`src/rtl/rpnsm_pkg.sv`:
```
// shared types, codes and arithmetic helpers of the rpn stack machine
package rpnsm_pkg;

  localparam int MEM_WORDS_DEF   = 1024;
  localparam int STACK_DEPTH_DEF = 64;

  localparam int VAL_W  = 64;
  localparam int ADDR_W = 17;
  localparam int CFG_W  = 11;
  localparam int DIV_STEPS = 96;

  localparam logic [CFG_W-1:0]        CFG_RESET = 11'd1024;
  localparam logic signed [VAL_W-1:0] ONE_Q     = 64'sh0000_0001_0000_0000;
  localparam logic signed [VAL_W-1:0] Q_MAX     = 64'sh7FFF_FFFF_FFFF_FFFF;
  localparam logic signed [VAL_W-1:0] Q_MIN     = 64'sh8000_0000_0000_0000;

  // request types
  localparam logic [2:0] RT_VAR   = 3'd0;
  localparam logic [2:0] RT_CONST = 3'd1;
  localparam logic [2:0] RT_STR   = 3'd2;
  localparam logic [2:0] RT_LABEL = 3'd3;
  localparam logic [2:0] RT_OP    = 3'd4;

  // operations
  localparam logic [4:0] OP_ADD    = 5'd0;
  localparam logic [4:0] OP_SUB    = 5'd1;
  localparam logic [4:0] OP_MUL    = 5'd2;
  localparam logic [4:0] OP_DIV    = 5'd3;
  localparam logic [4:0] OP_NEG    = 5'd4;
  localparam logic [4:0] OP_ASSIGN = 5'd5;
  localparam logic [4:0] OP_IDX    = 5'd6;
  localparam logic [4:0] OP_LT     = 5'd7;
  localparam logic [4:0] OP_GT     = 5'd8;
  localparam logic [4:0] OP_LE     = 5'd9;
  localparam logic [4:0] OP_GE     = 5'd10;
  localparam logic [4:0] OP_EQ     = 5'd11;
  localparam logic [4:0] OP_NE     = 5'd12;
  localparam logic [4:0] OP_JF     = 5'd13;
  localparam logic [4:0] OP_J      = 5'd14;
  localparam logic [4:0] OP_READ   = 5'd15;
  localparam logic [4:0] OP_PRINT  = 5'd16;

  // error codes
  localparam logic [2:0] ERR_NONE      = 3'd0;
  localparam logic [2:0] ERR_EMPTY     = 3'd1;
  localparam logic [2:0] ERR_NEED_REF  = 3'd2;
  localparam logic [2:0] ERR_ADDR      = 3'd3;
  localparam logic [2:0] ERR_DIV_ZERO  = 3'd4;
  localparam logic [2:0] ERR_ARRAY_REF = 3'd5;
  localparam logic [2:0] ERR_READ_REF  = 3'd6;
  localparam logic [2:0] ERR_FULL      = 3'd7;

  typedef struct packed {
    logic signed [VAL_W-1:0] val;
    logic                    is_ref;
    logic                    is_str;
    logic [ADDR_W-1:0]       addr;
  } entry_t;

  typedef enum logic [2:0] {
    RES_VAR, RES_CONST, RES_STR, RES_LABEL, RES_ALU, RES_MUL, RES_DIV, RES_IDX
  } res_sel_t;

  typedef struct packed {
    logic       clear_step;
    logic       load_instr;
    logic       pop;
    logic       ent_load;
    logic       slot_load;
    logic       slot_sel;
    logic       slot_mem;
    logic       res_load;
    res_sel_t   res_sel;
    logic       push;
    logic       mul_start;
    logic       mul_step;
    logic       div_start;
    logic       div_step;
    logic       mem_write;
    logic       mem_src_read;
    logic       set_err;
    logic [2:0] err_code;
    logic       jump;
    logic       print_str;
    logic       print_num;
    logic       print_mem;
    logic       out_load;
  } cmd_t;

  typedef struct packed {
    logic [2:0] req_type;
    logic [4:0] opcode;
    logic       halted;
    logic       stack_empty;
    logic       stack_full;
    logic       ent_ref;
    logic       ent_str;
    logic       ent_ok;
    logic       v1_zero;
    logic       v2_zero;
    logic       idx_ok;
    logic       mul_last;
    logic       div_last;
    logic       clear_last;
    logic       out_free;
  } status_t;

  function automatic logic [VAL_W-1:0] magnitude(input logic [VAL_W-1:0] v);
    return v[VAL_W-1] ? (~v + 64'd1) : v;
  endfunction

  // signed result from magnitude and sign, saturating
  function automatic logic signed [VAL_W-1:0] from_mag(input logic [VAL_W-1:0] mag,
                                                       input logic neg, input logic ovf);
    logic signed [VAL_W-1:0] r;
    if (neg) begin
      r = (ovf || mag[VAL_W-1]) ? Q_MIN : $signed(~mag + 64'd1);
    end else begin
      r = (ovf || mag[VAL_W-1]) ? Q_MAX : $signed(mag);
    end
    return r;
  endfunction

  function automatic logic signed [VAL_W-1:0] sat65(input logic [VAL_W:0] s);
    logic signed [VAL_W-1:0] r;
    if (s[VAL_W] != s[VAL_W-1]) begin
      r = s[VAL_W] ? Q_MIN : Q_MAX;
    end else begin
      r = $signed(s[VAL_W-1:0]);
    end
    return r;
  endfunction

  // integer part, truncated toward zero
  function automatic logic signed [31:0] int_part(input logic [VAL_W-1:0] v);
    return $signed(v[63:32] + {31'd0, v[63] & (|v[31:0])});
  endfunction

endpackage

```
`src/rtl/rpnsm_ctrl.sv`:
```
// sequencing state machine of the rpn stack machine
module rpnsm_ctrl (
  input  logic                clk,
  input  logic                rst,
  input  logic                in_valid,
  output logic                in_stall,
  input  rpnsm_pkg::status_t  status,
  output rpnsm_pkg::cmd_t     cmd
);

  typedef enum logic [3:0] {
    ST_CLEAR, ST_IDLE, ST_DECODE, ST_POP, ST_POPW, ST_CHECK, ST_MEMW, ST_EXEC,
    ST_MUL, ST_MULF, ST_DIV, ST_DIVF, ST_PMEM, ST_PUSH, ST_FIN
  } state_t;

  state_t state, state_next;
  logic   pop_n, pop_n_next;
  logic   entry_pop;
  logic   two_pops;

  assign in_stall = (state != ST_IDLE);

  always_comb begin
    entry_pop = (status.opcode == rpnsm_pkg::OP_READ) ||
                (status.opcode == rpnsm_pkg::OP_PRINT) ||
                (((status.opcode == rpnsm_pkg::OP_ASSIGN) ||
                  (status.opcode == rpnsm_pkg::OP_IDX)) && pop_n);
    two_pops  = status.opcode inside {rpnsm_pkg::OP_ADD, rpnsm_pkg::OP_SUB,
                rpnsm_pkg::OP_MUL, rpnsm_pkg::OP_DIV, rpnsm_pkg::OP_ASSIGN,
                rpnsm_pkg::OP_IDX, rpnsm_pkg::OP_LT, rpnsm_pkg::OP_GT, rpnsm_pkg::OP_LE,
                rpnsm_pkg::OP_GE, rpnsm_pkg::OP_EQ, rpnsm_pkg::OP_NE, rpnsm_pkg::OP_JF};
  end

  always_comb begin
    cmd        = '0;
    cmd.res_sel = rpnsm_pkg::RES_VAR;
    state_next = state;
    pop_n_next = pop_n;
    case (state)
      ST_CLEAR: begin
        cmd.clear_step = 1'b1;
        if (status.clear_last) begin
          state_next = ST_IDLE;
        end
      end
      ST_IDLE: begin
        if (in_valid) begin
          cmd.load_instr = 1'b1;
          state_next     = ST_DECODE;
        end
      end
      ST_DECODE: begin
        pop_n_next = 1'b0;
        state_next = ST_PUSH;
        cmd.res_load = 1'b1;
        if (status.halted) begin
          cmd.res_load = 1'b0;
          state_next   = ST_FIN;
        end else begin
          case (status.req_type)
            rpnsm_pkg::RT_VAR:   cmd.res_sel = rpnsm_pkg::RES_VAR;
            rpnsm_pkg::RT_CONST: cmd.res_sel = rpnsm_pkg::RES_CONST;
            rpnsm_pkg::RT_STR:   cmd.res_sel = rpnsm_pkg::RES_STR;
            rpnsm_pkg::RT_LABEL: cmd.res_sel = rpnsm_pkg::RES_LABEL;
            rpnsm_pkg::RT_OP: begin
              cmd.res_load = 1'b0;
              state_next   = (status.opcode <= rpnsm_pkg::OP_PRINT) ? ST_POP : ST_FIN;
            end
            default: begin
              cmd.res_load = 1'b0;
              state_next   = ST_FIN;
            end
          endcase
        end
      end
      ST_POP: begin
        if (status.stack_empty) begin
          cmd.set_err  = 1'b1;
          cmd.err_code = rpnsm_pkg::ERR_EMPTY;
          state_next   = ST_FIN;
        end else begin
          cmd.pop    = 1'b1;
          state_next = ST_POPW;
        end
      end
      ST_POPW: begin
        cmd.ent_load = 1'b1;
        state_next   = ST_CHECK;
      end
      ST_CHECK: begin
        if (entry_pop) begin
          state_next = ST_EXEC;
        end else if (status.ent_str || (status.ent_ref && !status.ent_ok)) begin
          cmd.set_err  = 1'b1;
          cmd.err_code = rpnsm_pkg::ERR_ADDR;
          state_next   = ST_FIN;
        end else if (status.ent_ref) begin
          state_next = ST_MEMW;
        end else begin
          cmd.slot_load = 1'b1;
          cmd.slot_sel  = pop_n;
          if (two_pops && !pop_n) begin
            pop_n_next = 1'b1;
            state_next = ST_POP;
          end else begin
            state_next = ST_EXEC;
          end
        end
      end
      ST_MEMW: begin
        cmd.slot_load = 1'b1;
        cmd.slot_sel  = pop_n;
        cmd.slot_mem  = 1'b1;
        if (two_pops && !pop_n) begin
          pop_n_next = 1'b1;
          state_next = ST_POP;
        end else begin
          state_next = ST_EXEC;
        end
      end
      ST_EXEC: begin
        state_next = ST_FIN;
        case (status.opcode)
          rpnsm_pkg::OP_ADD, rpnsm_pkg::OP_SUB, rpnsm_pkg::OP_NEG, rpnsm_pkg::OP_LT,
          rpnsm_pkg::OP_GT, rpnsm_pkg::OP_LE, rpnsm_pkg::OP_GE, rpnsm_pkg::OP_EQ,
          rpnsm_pkg::OP_NE: begin
            cmd.res_load = 1'b1;
            cmd.res_sel  = rpnsm_pkg::RES_ALU;
            state_next   = ST_PUSH;
          end
          rpnsm_pkg::OP_MUL: begin
            cmd.mul_start = 1'b1;
            state_next    = ST_MUL;
          end
          rpnsm_pkg::OP_DIV: begin
            if (status.v1_zero) begin
              cmd.set_err  = 1'b1;
              cmd.err_code = rpnsm_pkg::ERR_DIV_ZERO;
            end else begin
              cmd.div_start = 1'b1;
              state_next    = ST_DIV;
            end
          end
          rpnsm_pkg::OP_ASSIGN: begin
            if (!status.ent_ref) begin
              cmd.set_err  = 1'b1;
              cmd.err_code = rpnsm_pkg::ERR_NEED_REF;
            end else if (status.ent_str || !status.ent_ok) begin
              cmd.set_err  = 1'b1;
              cmd.err_code = rpnsm_pkg::ERR_ADDR;
            end else begin
              cmd.mem_write = 1'b1;
            end
          end
          rpnsm_pkg::OP_IDX: begin
            if (!status.ent_ref || status.ent_str) begin
              cmd.set_err  = 1'b1;
              cmd.err_code = rpnsm_pkg::ERR_ARRAY_REF;
            end else if (!status.idx_ok) begin
              cmd.set_err  = 1'b1;
              cmd.err_code = rpnsm_pkg::ERR_ADDR;
            end else begin
              cmd.res_load = 1'b1;
              cmd.res_sel  = rpnsm_pkg::RES_IDX;
              state_next   = ST_PUSH;
            end
          end
          rpnsm_pkg::OP_JF: begin
            cmd.jump = status.v2_zero;
          end
          rpnsm_pkg::OP_J: begin
            cmd.jump = 1'b1;
          end
          rpnsm_pkg::OP_READ: begin
            if (!status.ent_ref || status.ent_str) begin
              cmd.set_err  = 1'b1;
              cmd.err_code = rpnsm_pkg::ERR_READ_REF;
            end else if (!status.ent_ok) begin
              cmd.set_err  = 1'b1;
              cmd.err_code = rpnsm_pkg::ERR_ADDR;
            end else begin
              cmd.mem_write    = 1'b1;
              cmd.mem_src_read = 1'b1;
            end
          end
          rpnsm_pkg::OP_PRINT: begin
            if (status.ent_str) begin
              cmd.print_str = 1'b1;
            end else if (status.ent_ref && !status.ent_ok) begin
              cmd.set_err  = 1'b1;
              cmd.err_code = rpnsm_pkg::ERR_ADDR;
            end else if (status.ent_ref) begin
              state_next = ST_PMEM;
            end else begin
              cmd.print_num = 1'b1;
            end
          end
          default: state_next = ST_FIN;
        endcase
      end
      ST_PMEM: begin
        cmd.print_num = 1'b1;
        cmd.print_mem = 1'b1;
        state_next    = ST_FIN;
      end
      ST_MUL: begin
        cmd.mul_step = 1'b1;
        if (status.mul_last) begin
          state_next = ST_MULF;
        end
      end
      ST_MULF: begin
        cmd.res_load = 1'b1;
        cmd.res_sel  = rpnsm_pkg::RES_MUL;
        state_next   = ST_PUSH;
      end
      ST_DIV: begin
        cmd.div_step = 1'b1;
        if (status.div_last) begin
          state_next = ST_DIVF;
        end
      end
      ST_DIVF: begin
        cmd.res_load = 1'b1;
        cmd.res_sel  = rpnsm_pkg::RES_DIV;
        state_next   = ST_PUSH;
      end
      ST_PUSH: begin
        if (status.stack_full) begin
          cmd.set_err  = 1'b1;
          cmd.err_code = rpnsm_pkg::ERR_FULL;
        end else begin
          cmd.push = 1'b1;
        end
        state_next = ST_FIN;
      end
      ST_FIN: begin
        if (status.out_free) begin
          cmd.out_load = 1'b1;
          state_next   = ST_IDLE;
        end
      end
      default: state_next = ST_IDLE;
    endcase
  end

  always_ff @(posedge clk) begin
    if (rst) begin
      state <= ST_CLEAR;
      pop_n <= 1'b0;
    end else begin
      state <= state_next;
      pop_n <= pop_n_next;
    end
  end

endmodule

```
`config.mk`:
```
export PLATFORM = sky130hd
export DESIGN_NAME = rpnsm_ctrl
export DESIGN_NICKNAME = d
export VERILOG_FILES = /design/src/rtl/rpnsm_pkg.sv /design/src/rtl/rpnsm_ctrl.sv
export SDC_FILE = /design/constraint.sdc
export NUM_CORES = 1
export LEC_CHECK = 0
export ABC_AREA = 1
export BUFFER_PORTS_ARGS = -buffer_cell sky130_fd_sc_hd__buf_2
export CAP_MARGIN = 20
export CORE_MARGIN = 3
export CORE_UTILIZATION = 48
export CTS_BUF_LIST = sky130_fd_sc_hd__clkbuf_8
export DETAILED_ROUTE_END_ITERATION = 10
export PLACE_DENSITY = 0.82
export RECOVER_POWER = 100
export SYNTH_ARGS = -nofsm -noshare
export SYNTH_HDL_FRONTEND = slang
export SYNTH_SLANG_ARGS = --single-unit
```
`constraint.sdc`:
```
create_clock -name clk -period 1.8 [get_ports clk]
set_clock_uncertainty 0.1 [all_clocks]
set_input_delay 0.36 -clock clk [delete_from_list [all_inputs] [get_ports clk]]
set_output_delay 0.36 -clock clk [all_outputs]
set_load 0.005 [all_outputs]
```
==> impl_metrics.tcl, run 1 <==
set metrics [dict create \
    outcome "did not finish" \
    failed_stage "global routing" \
    error_line "[ERROR DPL-0038] Utilization greater than 100%, impossible to legalize" \
    syn_area_um2 1100 \
    cts_buffers 3 \
    synth_top_area_share_pct 23.5 \
    portBuffers 51 \
    synth_common_cells "nand2_1 (69), inv_1 (37), nor2_1 (37)" \
    hpwl_um 3250 \
    syn_area_per_cell_um2 4.85 \
    yosys.area.top_type "nand2_1" \
    synth_cells 227 \
    async_reset_ff_share_pct 0 \
    place_congestion 0.967 \
    cts_buffer_depth 2 \
    grt_max_degree 12 \
    rows 16 \
    synth_nets 251 \
    yosysMostFrequentCell "nand2_1" \
    start_util_pct 53.4 \
    root_buffer "clkbuf_8" \
    htree_levels 1 \
    dp.cells 343 \
    postGrtWorstEndpoint "cmd[19]" \
    synth_flop_cell "dfxtp_1" \
    synth_cell_types 26 \
    io_pins 52 \
    yosysSeqAreaShare_pct 9.09 \
    ys_ff_latch 5 \
    worstEpCategory "output port" \
    cts.sinks 5 \
    yosys_warnings 0 \
    die_w_um 53.9 \
    synth.top_cells.by_area "nand2_1 (24%), inv_1 (13%), nor2_1 (13%)" \
    synth-edff-count 0 \
    die_h_um 53.9 \
    hold_buffers 0 \
]
logic make-up after synthesis:
logic type,count (synthesis),share of synthesized area (%)
compound gates,25,13.5
buf+inv,45,16.4
flops,5,9.09
simple gates,152,61.0
through the flow:
stage | TNS (ps) | utilization, % | setup WS, ps | hold WS (ps) | instance area (µm²)
floorplan | 0 | - | 98.7 | 329 | 1100
global placement | -791 | 81.1 | -168 | 402 | 1670
detailed placement | -1070 | 81.1 | -201 | 403 | 1670
CTS | -401 | 89.6 | -82.4 | 247 | 1850
repair_timing:
item	in CTS
setup endpoints to repair	17
endpoints found under the hold margin	0
resized for setup	34
pin swaps	7
buffers inserted	4
==> run 2: changes to the inputs <==
--- a/config.mk
+++ b/config.mk
@@ -8,11 +8,10 @@
 export ABC_AREA = 1
 export BUFFER_PORTS_ARGS = -buffer_cell sky130_fd_sc_hd__buf_2
 export CAP_MARGIN = 20
-export CORE_MARGIN = 3
-export CORE_UTILIZATION = 48
-export CTS_BUF_LIST = sky130_fd_sc_hd__clkbuf_8
+export CORE_AREA = 3 3 64 66
 export DETAILED_ROUTE_END_ITERATION = 10
-export PLACE_DENSITY = 0.82
+export DIE_AREA = 0 0 67 69
+export PLACE_DENSITY_LB_ADDON = 0.15
 export RECOVER_POWER = 100
 export SYNTH_ARGS = -nofsm -noshare
 export SYNTH_HDL_FRONTEND = slang
==> run 2 against run 1 <==
- the flow now finishes, with violations (setup timing)
- area after synthesis unchanged
- synthesized cell count unchanged
==> impl_metrics.tcl, run 2 <==
set metrics [dict create \
    synth_top_family_by_area "simple AND/OR/NAND/NOR gates" \
    yosys.area.top_type "nand2_1" \
    dp.cells 373 \
    cts_buffers 3 \
    die_h_um 69 \
    largest_reg_flops 4 \
    finalCritPeriodShare_pct 106 \
    portBuffers 51 \
    final_cell_mix "nand2_1 (60), buf_4 (52), buf_2 (47)" \
    drive_gt1_share_pct 52.4 \
    synth_cell_types 26 \
    crit_type "reg -> out" \
    die_w_um 67 \
    violations "setup timing" \
    drtAntennaViolNets 0 \
    cp_top_family "simple AND/OR/NAND/NOR gates" \
    period_minus_slack_ps 1920 \
    grt_pass1_wl_um 7040 \
    synthMuxAreaShare_pct 0 \
    slowest_stage "dfxtp_2" \
    cellPowerDensity_nw_per_um2 742 \
    clock_latency_ps 220 \
    post_synth_xor_area_fraction_pct 0 \
    cp.required_ps 1340 \
    drtIter0Drc 76 \
    wire_per_inst_um 11.7 \
    grt_max_degree 12 \
    synth_common_cells "nand2_1 (69), inv_1 (37), nor2_1 (37)" \
    cts_tree "built" \
    synth_nets 251 \
    synth_compound_area_share_pct 13.5 \
    routed_wl_um 4480 \
    synth.top_cells.by_area "nand2_1 (24%), inv_1 (13%), nor2_1 (13%)" \
    insertedDiodeCount 0 \
    utilization_pct 59.3 \
    layout_commonest_cell "nand2_1" \
    synth_cells 227 \
    path_clk_slew_ps 30 \
    async_reset_ff_share_pct 0 \
    worst_pin_slew_ps 333 \
    setup_violations 14 \
    hpwl_um 3470 \
    core_area_um2 3630 \
    synthSimpleGateAreaFrac_pct 61.0 \
    place_congestion 0.893 \
    die_area_um2 4620 \
    yosysMostFrequentCell "nand2_1" \
    outcome "finished, violations left" \
    critPathLaunchType "register" \
    drc 0 \
    grt_overflow 0 \
    yosysSeqAreaShare_pct 9.09 \
    cts_buffer_depth 2 \
    grt_antenna_before_repair 0 \
    syn_area_um2 1100 \
    synth_flop_cell "dfxtp_1" \
    final.fill_count 372 \
    slowest_delay_ps 320 \
    largest_register "state" \
    io_pins 52 \
    hold_viol_final 0 \
    maxSlewHeadroom_pct 77.6 \
    yosys_warnings 0 \
    grtUsageTotal_pct 19.0 \
    hold_path.class "in -> reg" \
    rrSetupSlack_ps 50 \
    dr.pass1.iters 4 \
    ys_ff_latch 5 \
    cp_max_fo 5 \
    drt-vias-per-instance 4.64 \
    cts.sinks 5 \
    synthAdderAreaFrac_pct 0 \
    path_buf_inv 3 \
    grt_pass1_vias 1623 \
    root_buffer "clkbuf_8" \
    reg_top3 "state x4, pop_n x1" \
    maxCapViolCount 0 \
    area_growth_pct 95.7 \
    cp.arrival_ps 1460 \
    place_area_um2 1780 \
    syn_area_per_cell_um2 4.85 \
    htree_levels 1 \
    vias 1783 \
    timing.final.ws_setup_ps -116 \
    crit_path_end_kind "output port" \
    fmax_mhz 522 \
    synth-edff-count 0 \
    synth_top_area_share_pct 23.5 \
    rows 22 \
    p_total_mw 1.60 \
    slew_viol_final 0 \
    rsz0062_at_grt "yes" \
    start_util_pct 30.3 \
    irDropWorstVdd_mv 0.466 \
    power.leakage_nw 1.29 \
    final_net_count 361 \
    stdcell_count 384 \
    worstPathCellList "buf_4 > nor2_4 > buf_6 > nand4_1 > and3_4 > nand2_2 > buf_2" \
    design_area_um2 2150 \
]
[run 2: power by group]
part	leakage [nW]	internal (mW)	switching (mW)
Sequential	0.0425	0.154	0.0356
Clock	0.0228	0.152	0.0559
Combinational	1.22	0.543	0.658
[run 2: what timing repair did]
item / in CTS / in global routing
pin swaps: 8 / 20
resized for setup: 32 / 50
buffers inserted: 5 / 3
hold buffers: 0 / 0
setup endpoints to repair: 18 / 26
[run 2: per-layer routing]
layer | global-route usage [%] | wire length [µm] | vias up
met2 | 29.4 | 2160 | 51
li1 | - | - | 945
met3 | 3.58 | 268 | 4
met1 | 27.0 | 2010 | 783
met4 | 4.28 | 42 | 0
met5 | 0 | 0 | -
[run 2: through the flow]
step	setup slack (ps)	setup TNS [ps]	hold WS [ps]
CTS	-148	-993	245
global placement	-112	-725	406
finish	-116	-882	248
global route	-249	-2750	251
floorplan	98.7	0	329
detailed placement	-137	-770	400
[run 2: kinds of logic (layout without fill, tap and decap cells)]
logic type / count (synthesis) / after routing
flip-flops: 5 / 5
AO/OA/AOI/OAI: 25 / 25
buffers and inverters: 45 / 154
AND/OR/NAND/NOR: 152 / 152
[run 2: final cells by class]
type / count / area (µm²) / area share [%]
flip-flops and latches: 5 / 106 / 4.94
inverters: 43 / 166 / 7.72
multi-input cells: 177 / 1060 / 49.0
clock buffers: 4 / 45.0 / 2.09
well taps: 48 / 60.1 / 2.79
repair buffers: 107 / 721 / 33.4
[run 2: path summary, 6_finish.rpt]
kind                               start  endpoint  cells after the start
worst max-delay path            state[2]    cmd[5]                      7
worst min-delay path                 rst  state[3]                      2
worst min register to register     pop_n     pop_n                      2
worst max register to register  state[3]  state[2]                     13
[run 2: worst reg2reg max path, stage by stage (launching register included)]
cell,delay (ps)
dfxtp_4,350
buf_4,140
buf_4,130
inv_2,60
nor2_4,40
buf_4,140
nand2_4,70
nand3_2,80
nor2_1,100
nand2_1,70
a21oi_2,110
nand3_2,100
nor2_2,120
nor2_1,40
Note: power is estimated with default switching activity, not from simulation.
==> run 3: changes to the inputs <==
==> constraint.sdc (replaced) <==
create_clock -name clk -period 1.9 [get_ports clk]
set_clock_uncertainty 0.1 [all_clocks]
set_input_delay 0.38 -clock clk [delete_from_list [all_inputs] [get_ports clk]]
set_output_delay 0.38 -clock clk [all_outputs]
set_load 0.005 [all_outputs]
==> run 3 against run 2 <==
- the flow still finishes with violations (setup timing)
- global-route usage shrank 0.91 points
- first-iteration DRC count down 36%
- final area fell by 11%
- critical path depth rose by 4
- hold slack better by 16 ps
- utilization shrank 6.3 points
- via count fell by 1.9%
- die area unchanged
- power decreased by 21%
- non-clock buffer count fell by 14
- final cell count is 3.6% lower
- largest cell class unchanged
- largest power group unchanged
==> impl_metrics.tcl, run 3 (same netlist as run 2, synthesis figures left out) <==
set metrics [dict create \
    htree_levels 1 \
    p_total_mw 1.26 \
    grt_antenna_before_repair 0 \
    place_congestion 0.863 \
    min_to "state[3]" \
    cts_buffers 3 \
    utilization_pct 53.0 \
    dr.pass1.iters 4 \
    cts_buffer_depth 2 \
    path_clk_slew_ps 40 \
    min_from "rst" \
    die_h_um 69 \
    worst_pin_slew_ps 284 \
    wire_per_inst_um 11.4 \
    timing.rr.start "state[0]" \
    routed_wl_um 4230 \
    grt_overflow 0 \
    rsz0062_at_grt "yes" \
    cp.required_ps 1420 \
    power.leakage_nw 1.12 \
    maxCapViolCount 0 \
    worstPathCellList "inv_2 > nor2_4 > inv_2 > nor2_4 > inv_2 > nor3_4 > inv_2 > nand2_2 > inv_2 > nand3_2 > buf_2" \
    cp.arrival_ps 1450 \
    path_buf_inv 6 \
    drive_gt1_share_pct 43.8 \
    cellPowerDensity_nw_per_um2 654 \
    slowest_delay_ps 340 \
    cts.sinks 5 \
    hold_viol_final 0 \
    largest_reg_flops 4 \
    layout_commonest_cell "nand2_1" \
    portBuffers 51 \
    fmax_mhz 518 \
    irDropWorstVdd_mv 0.274 \
    start_util_pct 30.3 \
    pre_cts_ws_ps -68.3 \
    area_growth_pct 75.0 \
    die_area_um2 4620 \
    drt-vias-per-instance 4.73 \
    core_area_um2 3630 \
    final_net_count 347 \
    grt_pass1_vias 1492 \
    cts_tree "built" \
    crit_type "reg -> out" \
    setup_violations 2 \
    io_pins 52 \
    finalCritPeriodShare_pct 102 \
    insertedDiodeCount 0 \
    slowest_stage "dfxtp_2" \
    crit_top_cell "inv_2" \
    period_minus_slack_ps 1930 \
    rrSetupSlack_ps 200 \
    die_w_um 67 \
    drc 0 \
    rows 22 \
    maxSlewHeadroom_pct 80.9 \
    grt_max_degree 12 \
    r2r_end "state[0]" \
    grtUsageTotal_pct 18.1 \
    grt_pass1_wl_um 6690 \
    drtAntennaViolNets 0 \
    outcome "finished, violations left" \
    root_buffer "clkbuf_8" \
    crit_path_end_kind "output port" \
    hold_depth 2 \
    vias 1749 \
    drtIter0Drc 49 \
    largest_register "state" \
    reg_top3 "state x4, pop_n x1" \
    cp_top_family "simple AND/OR/NAND/NOR gates" \
    violations "setup timing" \
    worstRegToRegCells 12 \
    hold_path.class "in -> reg" \
    clock_latency_ps 220 \
    slew_viol_final 0 \
    final_cell_mix "nand2_1 (63), buf_2 (42), buf_4 (40)" \
    cp_max_fo 3 \
    hpwl_um 3390 \
    critPathLaunchType "register" \
    timing.final.ws_setup_ps -29.6 \
]
[run 3: changes by cell type in the layout (fill, tap and decap cells not counted), sizes merged]
| cell | delta |
|---|---|
| clkbuf | +5 |
| buf | -19 |
[run 3: per-stage QoR]
stage,TNS (ps),instances,cell area [µm²],hold slack (ps)
2_1_floorplan,0,227,1100,349
3_3_place_gp,-195,361,1680,404
3_5_place_dp,-244,361,1680,408
4_1_cts,-95.0,368,1830,265
5_1_grt,-718,370,1930,285
6_report,-53.1,370,1930,265
[run 3: worst max path at each step]
stage	from	endpoint	slack, ps	cells after the start
after detailed placement	status[16]	cmd[5]	-70	9
after global placement	status[15]	cmd[6]	-50	12
after floorplan	status[16]	cmd[6]	160	9
after global routing	state[2]	cmd[18]	-90	11
final	state[2]	cmd[19]	-30	11
after CTS	state[2]	cmd[18]	-40	11
[run 3: per-layer routing]
metal	up-vias	part of all wire, %	track usage [%]
li1	911	-	-
met5	-	0	0
met2	57	46	27.6
met1	776	47	26.7
met3	5	6.1	3.26
met4	0	0.57	2.70
[run 3: layout make-up]
class	instances	area (µm²)
multi-input combinational	177	963
fill	428	1710
clock buffer	4	45.0
tap	48	60.1
timing repair buffer	93	589
inverter	43	161
sequential	5	108
[run 3: power by group]
group,total [mW],internal (mW),switching [mW]
Combinational,0.861,0.354,0.508
Clock,0.200,0.144,0.0560
Sequential,0.198,0.148,0.0506
Total,1.26,0.646,0.614
[run 3: what timing repair did]
item / CTS / global route
buffers inserted: 3 / 2
cloned: 0 / 0
hold buffers: 0 / 0
setup endpoints to repair: 14 / 15
pin swaps: 9 / 8
gates resized for setup: 29 / 30
